**config.mk**
```make
export PLATFORM = sky130hd
export DESIGN_NAME = tilt_fall_detector_top
export DESIGN_NICKNAME = d
export VERILOG_FILES = /design/src/rtl/tfd_pkg.sv /design/src/rtl/tilt_fall_detector_top.sv
export SDC_FILE = /design/constraint.sdc
export NUM_CORES = 1
export LEC_CHECK = 0
export BUFFER_PORTS_ARGS = -buffer_cell sky130_fd_sc_hd__buf_2
export CAP_MARGIN = 20
export CORE_ASPECT_RATIO = 0.5
export CORE_UTILIZATION = 63
export CTS_BUF_LIST = sky130_fd_sc_hd__clkbuf_4
export CTS_CLUSTER_DIAMETER = 100
export DETAILED_ROUTE_END_ITERATION = 10
export PLACE_DENSITY = 0.84
export RECOVER_POWER = 50
export SLEW_MARGIN = 20
export SYNTH_ARGS = -nofsm -noshare
export SYNTH_HDL_FRONTEND = slang
export SYNTH_SLANG_ARGS = --single-unit
```
**constraint.sdc**
```tcl
create_clock -name clk -period 8.4 [get_ports clk]
set_input_delay 0.84 -clock clk [delete_from_list [all_inputs] [get_ports clk]]
set_output_delay 0.84 -clock clk [all_outputs]
set_load 0.005 [all_outputs]
```
**src/rtl/tfd_pkg.sv**
```systemverilog
// Package: beat types, register map and code constants for the tilt/fall detector.
`timescale 1ns / 1ps

package tfd_pkg;

    localparam int ANGLE_W = 16;
    localparam int TIME_W  = 32;
    localparam int Q14_W   = 16;
    localparam int LIMIT_W = 15;
    localparam int ADDR_W  = 5;
    localparam int DATA_W  = 32;

    // Register indexes (byte address = 4 * index)
    localparam logic [2:0] REG_FALL_ENTER   = 3'd0;
    localparam logic [2:0] REG_UPRIGHT_EXIT = 3'd1;
    localparam logic [2:0] REG_DIR_THR      = 3'd2;
    localparam logic [2:0] REG_FALL_TIME    = 3'd3;
    localparam logic [2:0] REG_UP_TIME      = 3'd4;
    localparam logic [2:0] REG_ARC_START    = 3'd5;
    localparam logic [2:0] REG_ARC_END      = 3'd6;

    // Direction codes
    localparam logic [2:0] DIR_UNKNOWN = 3'd0;
    localparam logic [2:0] DIR_FRONT   = 3'd1;
    localparam logic [2:0] DIR_BACK    = 3'd2;
    localparam logic [2:0] DIR_LEFT    = 3'd3;
    localparam logic [2:0] DIR_RIGHT   = 3'd4;

    // Cause codes
    localparam logic [1:0] REASON_NONE    = 2'd0;
    localparam logic [1:0] REASON_INVALID = 2'd1;
    localparam logic [1:0] REASON_LEG     = 2'd2;
    localparam logic [1:0] REASON_TILT    = 2'd3;

    // Register reset values
    localparam logic [LIMIT_W-1:0]        FALL_ENTER_RST   = 15'd8192;
    localparam logic [LIMIT_W-1:0]        UPRIGHT_EXIT_RST = 15'd4915;
    localparam logic [LIMIT_W-1:0]        DIR_THR_RST      = 15'd3277;
    localparam logic [TIME_W-1:0]         FALL_TIME_RST    = 32'd200;
    localparam logic [TIME_W-1:0]         UP_TIME_RST      = 32'd500;
    localparam logic signed [ANGLE_W-1:0] ARC_START_RST    = -16'sd10923;
    localparam logic signed [ANGLE_W-1:0] ARC_END_RST      = 16'sd10923;

    typedef struct packed {
        logic                       sample_valid;
        logic signed [Q14_W-1:0]    up_x;
        logic signed [Q14_W-1:0]    up_y;
        logic signed [ANGLE_W-1:0]  left_leg_angle;
        logic signed [ANGLE_W-1:0]  right_leg_angle;
        logic        [TIME_W-1:0]   now_ms;
    } in_beat_t;

    typedef struct packed {
        logic               valid_echo;
        logic [2:0]         fall_dir;
        logic [1:0]         fall_reason;
        logic               legs_safe;
        logic               leg_candidate;
        logic [TIME_W-1:0]  fall_hold_ms;
        logic               fall_qualified;
        logic [TIME_W-1:0]  upright_held_ms;
        logic               tilt_within_exit;
        logic               upright_confirmed;
        logic               any_candidate;
    } out_beat_t;

endpackage

```
**src/rtl/tilt_fall_detector_top.sv**
```systemverilog
// Top level: tilt/fall detector with APB register file and two-stage pipeline.
`timescale 1ns / 1ps
//
// Usage
//   Input channel (in_valid/in_stall/in_data) carries one sensor sample per beat.
//   Output channel (out_valid/out_stall/out_data) carries one status beat per
//   sample, in order. Every input beat yields exactly one output beat.
//   Path: an accepted input beat passes the input register, then the result
//   register, before out_valid rises with its status beat. Throughput: one
//   beat per cycle while out_stall is low; the logic between the two
//   registers is a single compare/subtract pass.
//   Stall: when out_stall holds the result register, the input register still
//   takes one more beat if empty, then in_stall rises until the result drains.
//   Reset (rst_n low, async): pipeline empty, hold timers and latched
//   direction/cause cleared, registers back to their default limits/times.
//   Registers are written through APB (4-byte stride, pready tied high) and
//   should only change while the pipeline is empty.
//   Invalid samples report the latched direction with the sensor-invalid
//   cause and leave the timers and latch untouched.

module tilt_fall_detector_top
    import tfd_pkg::*;
(
    input  logic                clk,
    input  logic                rst_n,
    // sample channel
    input  logic                in_valid,
    output logic                in_stall,
    input  in_beat_t            in_data,
    // status channel
    output logic                out_valid,
    input  logic                out_stall,
    output out_beat_t           out_data,
    // APB register port
    input  logic                psel,
    input  logic                penable,
    input  logic                pwrite,
    input  logic [ADDR_W-1:0]   paddr,
    input  logic [DATA_W-1:0]   pwdata,
    output logic [DATA_W-1:0]   prdata,
    output logic                pready
);

    // ---------------- register file ----------------
    logic [LIMIT_W-1:0]        fall_enter_reg;
    logic [LIMIT_W-1:0]        upright_exit_reg;
    logic [LIMIT_W-1:0]        dir_thr_reg;
    logic [TIME_W-1:0]         fall_time_reg;
    logic [TIME_W-1:0]         up_time_reg;
    logic signed [ANGLE_W-1:0] arc_start_reg;
    logic signed [ANGLE_W-1:0] arc_end_reg;
    logic                      wr_en;
    logic [2:0]                reg_idx;

    assign pready  = 1'b1;
    assign reg_idx = paddr[4:2];
    assign wr_en   = psel && penable && pwrite && pready;

    always_ff @(posedge clk or negedge rst_n)
    begin
        if (!rst_n)
        begin
            fall_enter_reg   <= FALL_ENTER_RST;
            upright_exit_reg <= UPRIGHT_EXIT_RST;
            dir_thr_reg      <= DIR_THR_RST;
            fall_time_reg    <= FALL_TIME_RST;
            up_time_reg      <= UP_TIME_RST;
            arc_start_reg    <= ARC_START_RST;
            arc_end_reg      <= ARC_END_RST;
        end
        else if (wr_en)
        begin
            case (reg_idx)
                REG_FALL_ENTER:   fall_enter_reg   <= pwdata[LIMIT_W-1:0];
                REG_UPRIGHT_EXIT: upright_exit_reg <= pwdata[LIMIT_W-1:0];
                REG_DIR_THR:      dir_thr_reg      <= pwdata[LIMIT_W-1:0];
                REG_FALL_TIME:    fall_time_reg    <= pwdata[TIME_W-1:0];
                REG_UP_TIME:      up_time_reg      <= pwdata[TIME_W-1:0];
                REG_ARC_START:    arc_start_reg    <= pwdata[ANGLE_W-1:0];
                REG_ARC_END:      arc_end_reg      <= pwdata[ANGLE_W-1:0];
                default:          ;
            endcase
        end
    end

    always_comb
    begin
        case (reg_idx)
            REG_FALL_ENTER:   prdata = {{(DATA_W-LIMIT_W){1'b0}}, fall_enter_reg};
            REG_UPRIGHT_EXIT: prdata = {{(DATA_W-LIMIT_W){1'b0}}, upright_exit_reg};
            REG_DIR_THR:      prdata = {{(DATA_W-LIMIT_W){1'b0}}, dir_thr_reg};
            REG_FALL_TIME:    prdata = fall_time_reg;
            REG_UP_TIME:      prdata = up_time_reg;
            REG_ARC_START:    prdata = {{(DATA_W-ANGLE_W){1'b0}}, arc_start_reg};
            REG_ARC_END:      prdata = {{(DATA_W-ANGLE_W){1'b0}}, arc_end_reg};
            default:          prdata = '0;
        endcase
    end

    // ---------------- pipeline control ----------------
    logic      s1_valid_reg;
    in_beat_t  s1_data_reg;
    logic      out_valid_reg;
    out_beat_t out_data_reg;
    logic      advance;      // result register can take a beat
    logic      s1_load;
    logic      s1_fire;      // stage-1 beat moves to result register

    assign advance   = !(out_valid_reg && out_stall);
    assign in_stall  = s1_valid_reg && !advance;
    assign s1_load   = in_valid && !in_stall;
    assign s1_fire   = s1_valid_reg && advance;
    assign out_valid = out_valid_reg;
    assign out_data  = out_data_reg;

    always_ff @(posedge clk or negedge rst_n)
    begin
        if (!rst_n)
        begin
            s1_valid_reg <= 1'b0;
        end
        else if (s1_load)
        begin
            s1_valid_reg <= 1'b1;
        end
        else if (advance)
        begin
            s1_valid_reg <= 1'b0;
        end
    end

    always_ff @(posedge clk)
    begin
        if (s1_load)
        begin
            s1_data_reg <= in_data;
        end
    end

    // ---------------- detector state ----------------
    logic              was_fall_reg,    was_fall_next;
    logic [TIME_W-1:0] fall_start_reg,  fall_start_next;
    logic              was_up_reg,      was_up_next;
    logic [TIME_W-1:0] up_start_reg,    up_start_next;
    logic [2:0]        latched_dir_reg, latched_dir_next;
    logic [1:0]        latched_rsn_reg, latched_rsn_next;
    logic              latch_held_reg,  latch_held_next;
    out_beat_t         result;

    // tilt magnitudes (17 bits covers |-32768|)
    logic [Q14_W:0]          ax, ay;
    logic signed [Q14_W+1:0] ux_e, uy_e, thr_e;
    logic                    raw_up, tilt_cand, left_ok, right_ok, legs_ok;
    logic                    leg_cand, cand, confirmed, up_cand;
    logic signed [ANGLE_W:0] span;
    logic [ANGLE_W-1:0]      left_off, right_off;
    logic [TIME_W-1:0]       fall_base, up_base, fall_hold, up_hold;
    logic [2:0]              dir_pick;

    always_comb
    begin
        ux_e  = {{2{s1_data_reg.up_x[Q14_W-1]}}, s1_data_reg.up_x};
        uy_e  = {{2{s1_data_reg.up_y[Q14_W-1]}}, s1_data_reg.up_y};
        thr_e = {3'b000, dir_thr_reg};
        ax    = ux_e[Q14_W+1] ? (Q14_W+1)'(0) - ux_e[Q14_W:0] : ux_e[Q14_W:0];
        ay    = uy_e[Q14_W+1] ? (Q14_W+1)'(0) - uy_e[Q14_W:0] : uy_e[Q14_W:0];

        raw_up    = (ax <= {2'b00, upright_exit_reg}) && (ay <= {2'b00, upright_exit_reg});
        tilt_cand = (ax > {2'b00, fall_enter_reg}) || (ay > {2'b00, fall_enter_reg});

        // wrapped arc: offset from start must not exceed the signed span
        span      = {arc_end_reg[ANGLE_W-1], arc_end_reg}
                  - {arc_start_reg[ANGLE_W-1], arc_start_reg};
        left_off  = s1_data_reg.left_leg_angle - arc_start_reg;
        right_off = s1_data_reg.right_leg_angle - arc_start_reg;
        left_ok   = !span[ANGLE_W] && ({1'b0, left_off} <= span[ANGLE_W:0]);
        right_ok  = !span[ANGLE_W] && ({1'b0, right_off} <= span[ANGLE_W:0]);
        legs_ok   = left_ok && right_ok;
        leg_cand  = !legs_ok;
        cand      = tilt_cand || leg_cand;

        fall_base = was_fall_reg ? fall_start_reg : s1_data_reg.now_ms;
        fall_hold = cand ? s1_data_reg.now_ms - fall_base : '0;
        confirmed = cand && (fall_hold >= fall_time_reg);

        up_cand = raw_up && legs_ok;
        up_base = was_up_reg ? up_start_reg : s1_data_reg.now_ms;
        up_hold = up_cand ? s1_data_reg.now_ms - up_base : '0;

        // direction: threshold tests in order, else larger magnitude (x wins ties)
        if (ux_e < -thr_e)
            dir_pick = DIR_FRONT;
        else if (ux_e > thr_e)
            dir_pick = DIR_BACK;
        else if (uy_e < -thr_e)
            dir_pick = DIR_LEFT;
        else if (uy_e > thr_e)
            dir_pick = DIR_RIGHT;
        else if (ax >= ay)
            dir_pick = ux_e[Q14_W+1] ? DIR_FRONT : DIR_BACK;
        else
            dir_pick = uy_e[Q14_W+1] ? DIR_LEFT : DIR_RIGHT;

        // defaults: state holds
        was_fall_next    = was_fall_reg;
        fall_start_next  = fall_start_reg;
        was_up_next      = was_up_reg;
        up_start_next    = up_start_reg;
        latched_dir_next = latched_dir_reg;
        latched_rsn_next = latched_rsn_reg;
        latch_held_next  = latch_held_reg;
        result           = '0;

        if (!s1_data_reg.sample_valid)
        begin
            result.fall_dir    = latched_dir_reg;
            result.fall_reason = REASON_INVALID;
        end
        else
        begin
            if (confirmed && !latch_held_reg)
            begin
                // first confirmed beat: capture direction and cause
                latched_dir_next = (!tilt_cand) ? DIR_UNKNOWN : dir_pick;
                latched_rsn_next = leg_cand ? REASON_LEG : REASON_TILT;
                latch_held_next  = 1'b1;
            end
            else if (!confirmed)
            begin
                latched_dir_next = DIR_UNKNOWN;
                latched_rsn_next = REASON_NONE;
                latch_held_next  = 1'b0;
            end

            if (cand && !was_fall_reg)
                fall_start_next = s1_data_reg.now_ms;
            if (up_cand && !was_up_reg)
                up_start_next = s1_data_reg.now_ms;
            was_fall_next = cand;
            was_up_next   = up_cand;

            result.valid_echo        = 1'b1;
            result.fall_dir          = latched_dir_next;
            result.fall_reason       = latched_rsn_next;
            result.legs_safe         = legs_ok;
            result.leg_candidate     = leg_cand;
            result.fall_hold_ms      = fall_hold;
            result.fall_qualified    = confirmed;
            result.upright_held_ms   = up_hold;
            result.tilt_within_exit  = raw_up;
            result.upright_confirmed = (up_hold >= up_time_reg);
            result.any_candidate     = cand;
        end
    end

    always_ff @(posedge clk or negedge rst_n)
    begin
        if (!rst_n)
        begin
            was_fall_reg    <= 1'b0;
            fall_start_reg  <= '0;
            was_up_reg      <= 1'b0;
            up_start_reg    <= '0;
            latched_dir_reg <= DIR_UNKNOWN;
            latched_rsn_reg <= REASON_NONE;
            latch_held_reg  <= 1'b0;
        end
        else if (s1_fire)
        begin
            was_fall_reg    <= was_fall_next;
            fall_start_reg  <= fall_start_next;
            was_up_reg      <= was_up_next;
            up_start_reg    <= up_start_next;
            latched_dir_reg <= latched_dir_next;
            latched_rsn_reg <= latched_rsn_next;
            latch_held_reg  <= latch_held_next;
        end
    end

    // ---------------- result register ----------------
    always_ff @(posedge clk or negedge rst_n)
    begin
        if (!rst_n)
        begin
            out_valid_reg <= 1'b0;
        end
        else if (advance)
        begin
            out_valid_reg <= s1_valid_reg;
        end
    end

    always_ff @(posedge clk)
    begin
        if (s1_fire)
        begin
            out_data_reg <= result;
        end
    end

endmodule
```
==> results of run 1 <==
## area by class of cell
type	instances	area share, %
well taps	577	2.38
clock buffers	142	3.52
clock inverters	28	0.475
repair buffers	273	4.64
diodes	1	0.00825
multi-input cells	2081	51.4
inverters	203	2.51
flip-flops and latches	388	35.1
## placed cells by master (no fill, tap or decap), types with 22 or more instances in the layout
master	netlist	routed
ha_1	342	342
dfrtp_1	174	172
nor3_1	48	48
mux2i_1	76	76
o21a_1	25	25
nand2_1	215	215
nand3_1	37	37
xnor2_1	83	83
a21o_1	100	100
inv_1	201	201
clkbuf_4	1	142
o21ai_0	226	226
a21oi_1	130	130
nand2b_1	28	28
dfstp_2	41	41
mux2_4	31	31
mux2_2	90	90
nor2_1	234	231
clkinv_1	2	22
edfxtp_1	173	173
buf_2	3	242
nand4_1	39	39
xor2_1	37	37
nor2b_1	39	39
and3_1	22	22
## cells by family (layout without fill, tap and decap cells)
group	count (synthesis)	in the layout	synth area share [%]
simple gates	738	738	12.7
compound gates	666	666	15.4
flops	388	388	39.0
fa+ha+maj	348	348	16.1
buf+inv	282	646	4.09
mux	206	206	8.95
xor+xnor	120	120	3.85
other cells	2	4	0.0275
## worst max-delay path by stage
stage | startpoint | endpoint | cells past startpoint
after floorplan | arc_start_reg[1]$_DFFE_PN0P_ | out_data[72]$_DFFE_PP_ | 35
after global placement | arc_start_reg[1]$_DFFE_PN0P_ | out_data[73]$_DFFE_PP_ | 34
after detailed placement | arc_start_reg[1]$_DFFE_PN0P_ | out_data[70]$_SDFFCE_PN1P_ | 34
after CTS | arc_start_reg[1]$_DFFE_PN0P_ | out_data[70]$_SDFFCE_PN1P_ | 34
after global routing | arc_start_reg[1]$_DFFE_PN0P_ | out_data[70]$_SDFFCE_PN1P_ | 35
final | arc_start_reg[1]$_DFFE_PN0P_ | out_data[70]$_SDFFCE_PN1P_ | 35
## routing by layer
layer | vias up | wire [um]
met5 | - | 0
met4 | 0 | 3130
met3 | 209 | 7180
met2 | 1056 | 35200
met1 | 11053 | 33600
li1 | 10631 | -
## synthesized netlist by cell type, drive strengths merged (7+ instances only)
master	number
and4	10
a21o	100
a31oi	19
nand2	215
o21ai	227
o22ai	18
nand2b	28
nor3	48
nor4	13
a211oi	21
buf	19
xor2	37
ha	342
o31ai	17
dfstp	41
a21boi	9
mux2	121
or3	8
o21bai	10
a22oi	10
nand3	37
o21a	25
edfxtp	173
xnor2	83
a221oi	7
and2	16
and3	23
inv	201
or2	8
o211ai	12
a21oi	131
clkbuf	60
dfrtp	174
mux2i	76
nor2	234
nand4	39
mux4	9
nor2b	39
## worst register-to-register path: cells and delay by family, from the launching register on
kind / cells / cell delay (ns)
flops: 1 / 0.52
buf+inv: 4 / 0.94
simple gates: 9 / 1.30
xor+xnor: 1 / 0.08
fa+ha+maj: 3 / 0.94
compound gates: 18 / 3.95
## through the flow
stage	worst slack, ns	instance area, um2
detailed placement	0.233	29100
finish	0.442	30300
floorplan	1.61	27300
global route	-0.0300	30300
CTS	0.189	30300
global placement	0.678	29100
## power groups by stage
stage | Sequential [W] | Combinational [W] | Clock, W
2_1_floorplan | 0.00266 | 0.00298 | 0
3_3_place_gp | 0.00275 | 0.00397 | 0
3_5_place_dp | 0.00277 | 0.00410 | 0
4_1_cts | 0.00274 | 0.00414 | 0.00166
5_1_grt | 0.00279 | 0.00466 | 0.00176
6_report | 0.00275 | 0.00425 | 0.00165
## timing repair
item,4_1_cts,5_1_grt
setup buffers,0,2
endpoints found under the hold margin,0,0
gates resized for setup,0,3
setup endpoints to repair,0,13
==> impl_metrics.csv, run 1 <==
group,metric,value,unit
run_status,status,"finished with violations",
run_status,violations,"capacitance limit, slew limit",
global_routing,grt_use_met2,54.5,%
timing,fmax,126,MHz
setup_path,r2r-start,"arc_start_reg[1]$_DFFE_PN0P_",
timing,hold_viol_final,0,
timing,slew_viol_final,316,
global_routing,busiest_layer,"met2",
routing,drcViolationCount,0,
timing,finalSetupTns,0,ns
setup_path,crit_fanout,23,
power_and_ir_drop,sequentialPowerShare,31.8,%
global_routing,grt_first_pass_wirelength,121000,um
timing,hold_slack,0.143,ns
cts,numCtsBuffers,90,
floorplan,fp.dieW,296,um
floorplan,die_area,0.0442,mm2
yosys,synth_top_cell_area_share,19.0,%
final_layout,instances_no_fill,3693,
power_and_ir_drop,p_leak,14.3,nW
global_routing,grt_max_degree,95,
global_routing,grt_pass1_vias,22039,
setup_path,cp-end-kind,"register",
yosys,syn_area,0.0273,mm2
timing,relSlewSlack,-260,%
place,numPlacedInstances,3520,
routing,drt_first_pass_iters,6,
routing,num_vias,22949,
setup_path,r2r_end,"out_data[70]$_SDFFCE_PN1P_",
floorplan,io-pin-count,252,
hold_path,min_from,"in_data[38]",
timing,fin_skew,0.0971,ns
yosys,avgSynthCellArea,9.92,um2
timing,setup_violations,0,
yosys,yosys-top-cells-area,"edfxtp_1, dfrtp_1, ha_1",
setup_path,cpPeakStageDelay,0.52,ns
yosys,synth-edff-count,173,
cts,clock-sinks,388,
power_and_ir_drop,p_switching,0.00364,W
final_layout,largest_reg_flops,97,
final_layout,drive_above_1_share,19.6,%
yosys,async_reset_ff_share,55.4,%
flow_run,max-cap-violations,5,
cts,cts_tree,"done",
yosys,yosys_register_bits,388,
place,io_buffer_count,248,
power_and_ir_drop,clock_power_share,19.0,%
hold_path,hold_class,"in -> reg",
routing,vias_per_cell,6.21,
yosys,synthFlopType,"dfrtp_1",
setup_path,cp_common_cell,"o21ai_0",
final_layout,utilization,71.7,%
global_routing,grtUsageMet3,7.57,%
routing,ant_nets,0,
power_and_ir_drop,total_power,0.00865,W
yosys,synth-seq-area-share,39.0,%
global_routing,grt.met1_usage,48.9,%
setup_path,cp.arrival,8.52,ns
yosys,netlist_instances,2750,
setup_path,cp_slowest_cell,"dfrtp_1",
floorplan,coreArea,0.0423,mm2
final_layout,multi_input_area,0.0156,mm2
routing,drt-initial-drc-count,2252,
setup_path,cpLargestDelayFamily,"compound AO/OA/AOI/OAI gates",
final_layout,areaGrowthSynthToFinish,11.1,%
yosys,synth-warning-count,0,
routing,wirelength,79100,um
setup_path,cp_num_buf_inv,4,
global_routing,grtUsageTotal,35.7,%
timing,fin_crit,7.96,ns
cts,h-tree-depth,3,
setup_path,startpoint_type,"register",
power_and_ir_drop,p_per_area,285,mW/mm2
hold_path,holdPathEnd,"s1_data_reg[38]$_DFFE_PP_",
hold_path,holdPathStages,1,
global_routing,grt-ovfl-total,0,
setup_path,criticalPathCategory,"reg -> reg",
final_layout,layout.nets,3525,
power_and_ir_drop,sw_frac_of_total,42.1,%
timing,worst_pin_slew,5.39,ns
global_routing,antenna_found_initial,2,
setup_path,worst_r2r_path_depth,35,
setup_path,cp.required,8.96,ns
yosys,synth.distinct_cells,86,
setup_path,rrSetupSlack,0.44,ns
cts,insertion_delay,0.87,ns
cts,clk_pin_slew_worst_paths,0.08,ns
yosys,yosysTopAreaCell,"edfxtp_1",
place,place.gp.congestion,0.987,
cts,postCtsHoldBufs,0,
final_layout,register_area,0.0106,mm2
cts,clockBufferDepth,3,
floorplan,std_cell_rows,53,
floorplan,die_h,149,um
place,dp_hpwl,60300,um
power_and_ir_drop,ir_worst_vdd,0.144,mV
power_and_ir_drop,p_comb_share,49.2,%
cts,cts-root-buf,"clkbuf_4",
floorplan,initial_core_util,64.5,%
timing,fin_crit_sh,94.7,%
routing,wire_per_inst,21.4,um
final_layout,fill_cells,3246,
power_and_ir_drop,p_int,0.00501,W
No activity file was read; power rests on OpenSTA's default activity.
==> run 2: changes to the inputs <==
CTS_BUF_LIST = sky130_fd_sc_hd__clkbuf_4 sky130_fd_sc_hd__clkbuf_8   (was sky130_fd_sc_hd__clkbuf_4)
==> run 2 against run 1 <==
Non-clock buffer count unchanged; first-iteration DRC count is 1.5% higher; highest routed layer unchanged; cell count decreased by 1.8%; clock skew decreased by 0.044 ns; die area unchanged; clock power increased by 4%; sequential share of layout area unchanged; setup slack lost 0.048 ns; register-to-register slack lost 0.05 ns; utilization unchanged; the run still ends with capacitance limit, slew limit left; largest cell class unchanged.
==> impl_metrics.csv, run 2 (synthesis gave the netlist of run 1 again) <==
group,metric,value,unit
global_routing,antenna_found_initial,1,
global_routing,grt_pass1_vias,21842,
hold_path,holdPathStages,1,
final_layout,layout_commonest_cell,"ha_1",
final_layout,areaGrowthSynthToFinish,11.1,%
floorplan,std_cell_rows,53,
setup_path,cp-end-kind,"register",
final_layout,stdcell_area,0.0303,mm2
hold_path,holdPathEnd,"s1_data_reg[42]$_DFFE_PP_",
timing,fin_crit_sh,95.3,%
cts,numCtsBuffers,55,
timing,finalSetupTns,0,ns
routing,num_vias,22779,
timing,fin_crit,8.01,ns
routing,drt-initial-drc-count,2285,
timing,timing.final.ws_setup,0.393,ns
power_and_ir_drop,ir_worst_vdd,0.165,mV
power_and_ir_drop,sw_frac_of_total,41.5,%
power_and_ir_drop,p_switching,0.00362,W
cts,cts-root-buf,"clkbuf_8",
power_and_ir_drop,p_int,0.00511,W
final_layout,most-common-layout-cells,"ha_1, nor2_1, o21ai_0, buf_2, nand2_1",
routing,wire_per_inst,21.8,um
setup_path,criticalPathCategory,"reg -> reg",
routing,vias_per_cell,6.28,
place,place_ws,0.233,ns
floorplan,die_area,0.0442,mm2
run_status,status,"finished with violations",
cts,clk_pin_slew_worst_paths,0.08,ns
global_routing,grtUsageTotal,35.5,%
timing,fmax,125,MHz
floorplan,coreArea,0.0423,mm2
cts,postCtsHoldBufs,0,
cts,h-tree-depth,2,
setup_path,worst_r2r_path_depth,34,
floorplan,die_h,149,um
timing,hold_viol_final,0,
routing,drt_first_pass_iters,6,
routing,drcViolationCount,0,
setup_path,r2r-start,"arc_start_reg[1]$_DFFE_PN0P_",
run_status,violations,"capacitance limit, slew limit",
final_layout,largest_reg_flops,97,
setup_path,cp.required,8.76,ns
place,place.gp.congestion,0.987,
timing,fin_skew,0.0534,ns
timing,slew_viol_final,316,
hold_path,min_from,"in_data[42]",
flow_run,max-cap-violations,5,
cts,cts_tree,"done",
global_routing,grt_first_pass_wirelength,121000,um
routing,ant_nets,0,
final_layout,drive_above_1_share,17.7,%
setup_path,cp.arrival,8.37,ns
cts,clock-sinks,388,
cts,clockBufferDepth,3,
power_and_ir_drop,p_leak,14.1,nW
timing,setup_violations,0,
setup_path,cp_common_cell,"o21ai_0",
global_routing,grt-ovfl-total,0,
setup_path,startpoint_type,"register",
setup_path,cp_slowest_cell,"a211oi_1",
global_routing,grt_max_degree,95,
setup_path,rrSetupSlack,0.39,ns
setup_path,cpPeakStageDelay,0.53,ns
floorplan,fp.dieW,296,um
timing,relSlewSlack,-254,%
floorplan,io-pin-count,252,
place,io_buffer_count,248,
power_and_ir_drop,p_per_area,288,mW/mm2
hold_path,hold_class,"in -> reg",
timing,hold_slack,0.325,ns
final_layout,fill_cells,3231,
routing,wirelength,79000,um
final_layout,layout.nets,3490,
setup_path,r2r_end,"out_data[70]$_SDFFCE_PN1P_",
timing,worst_pin_slew,5.31,ns
cts,insertion_delay,0.68,ns
power_and_ir_drop,p_comb_share,48.9,%
power_and_ir_drop,clock_power_share,19.6,%
floorplan,initial_core_util,64.5,%
place,postPlaceCellArea,0.0291,mm2
setup_path,crit_fanout,23,
power_and_ir_drop,sequentialPowerShare,31.6,%
place,dp_hpwl,60300,um
run 2: layout make-up:
cell class	instances	area, um2	area share, %
Multi-Input combinational cell	2081	15600	51.4
Inverter	203	762	2.51
Timing Repair Buffer	273	1390	4.58
Clock buffer	72	910	3.00
Antenna cell	1	2.50	0.00825
Clock inverter	30	310	1.02
Sequential cell	388	10600	35.1
Tap cell	577	722	2.38
run 2: stage by stage:
step	utilization, %	total power [W]	cells
after floorplan	-	0.00564	2751
after global placement	68.8	0.00672	3520
after detailed placement	68.8	0.00688	3520
after CTS	71.7	0.00861	3622
after global routing	71.6	0.00926	3624
final	71.7	0.00873	3625
run 2: power groups by stage:
| stage | Combinational [W] | Clock, W | Sequential [W] |
|---|---|---|---|
| 2_1_floorplan | 0.00298 | 0 | 0.00266 |
| 3_3_place_gp | 0.00397 | 0 | 0.00275 |
| 3_5_place_dp | 0.00410 | 0 | 0.00277 |
| 4_1_cts | 0.00415 | 0.00172 | 0.00274 |
| 5_1_grt | 0.00466 | 0.00181 | 0.00279 |
| 6_report | 0.00426 | 0.00171 | 0.00276 |
run 2: worst max-delay path: cells and delay by family (launching register included):
| kind | cells | cell delay, ns |
|---|---|---|
| flops | 1 | 0.52 |
| fa+ha+maj | 3 | 0.98 |
| buf+inv | 5 | 1.14 |
| compound gates | 18 | 4.12 |
| simple gates | 8 | 0.92 |
run 2: worst max path at each step:
stage / depth (start not counted) / start / to
2_1_floorplan: 35 / arc_start_reg[1]$_DFFE_PN0P_ / out_data[72]$_DFFE_PP_
3_3_place_gp: 34 / arc_start_reg[1]$_DFFE_PN0P_ / out_data[73]$_DFFE_PP_
3_5_place_dp: 34 / arc_start_reg[1]$_DFFE_PN0P_ / out_data[70]$_SDFFCE_PN1P_
4_1_cts: 34 / arc_start_reg[1]$_DFFE_PN0P_ / out_data[70]$_SDFFCE_PN1P_
5_1_grt: 34 / arc_start_reg[1]$_DFFE_PN0P_ / out_data[70]$_SDFFCE_PN1P_
6_report: 34 / arc_start_reg[1]$_DFFE_PN0P_ / out_data[70]$_SDFFCE_PN1P_
run 2: routing by layer:
metal  share of wire, %  GRT usage, %  wire length (um)
met4                4.1          14.5              3200
met2                 45          55.5             35500
met1                 42          48.9             33500
met5                  0             0                 0
met3                8.7          6.66              6850
run 2: timing repair:
action / CTS / global route
resized for setup: 0 / 6
buffers inserted: 0 / 2
endpoints found under the setup margin: 0 / 13
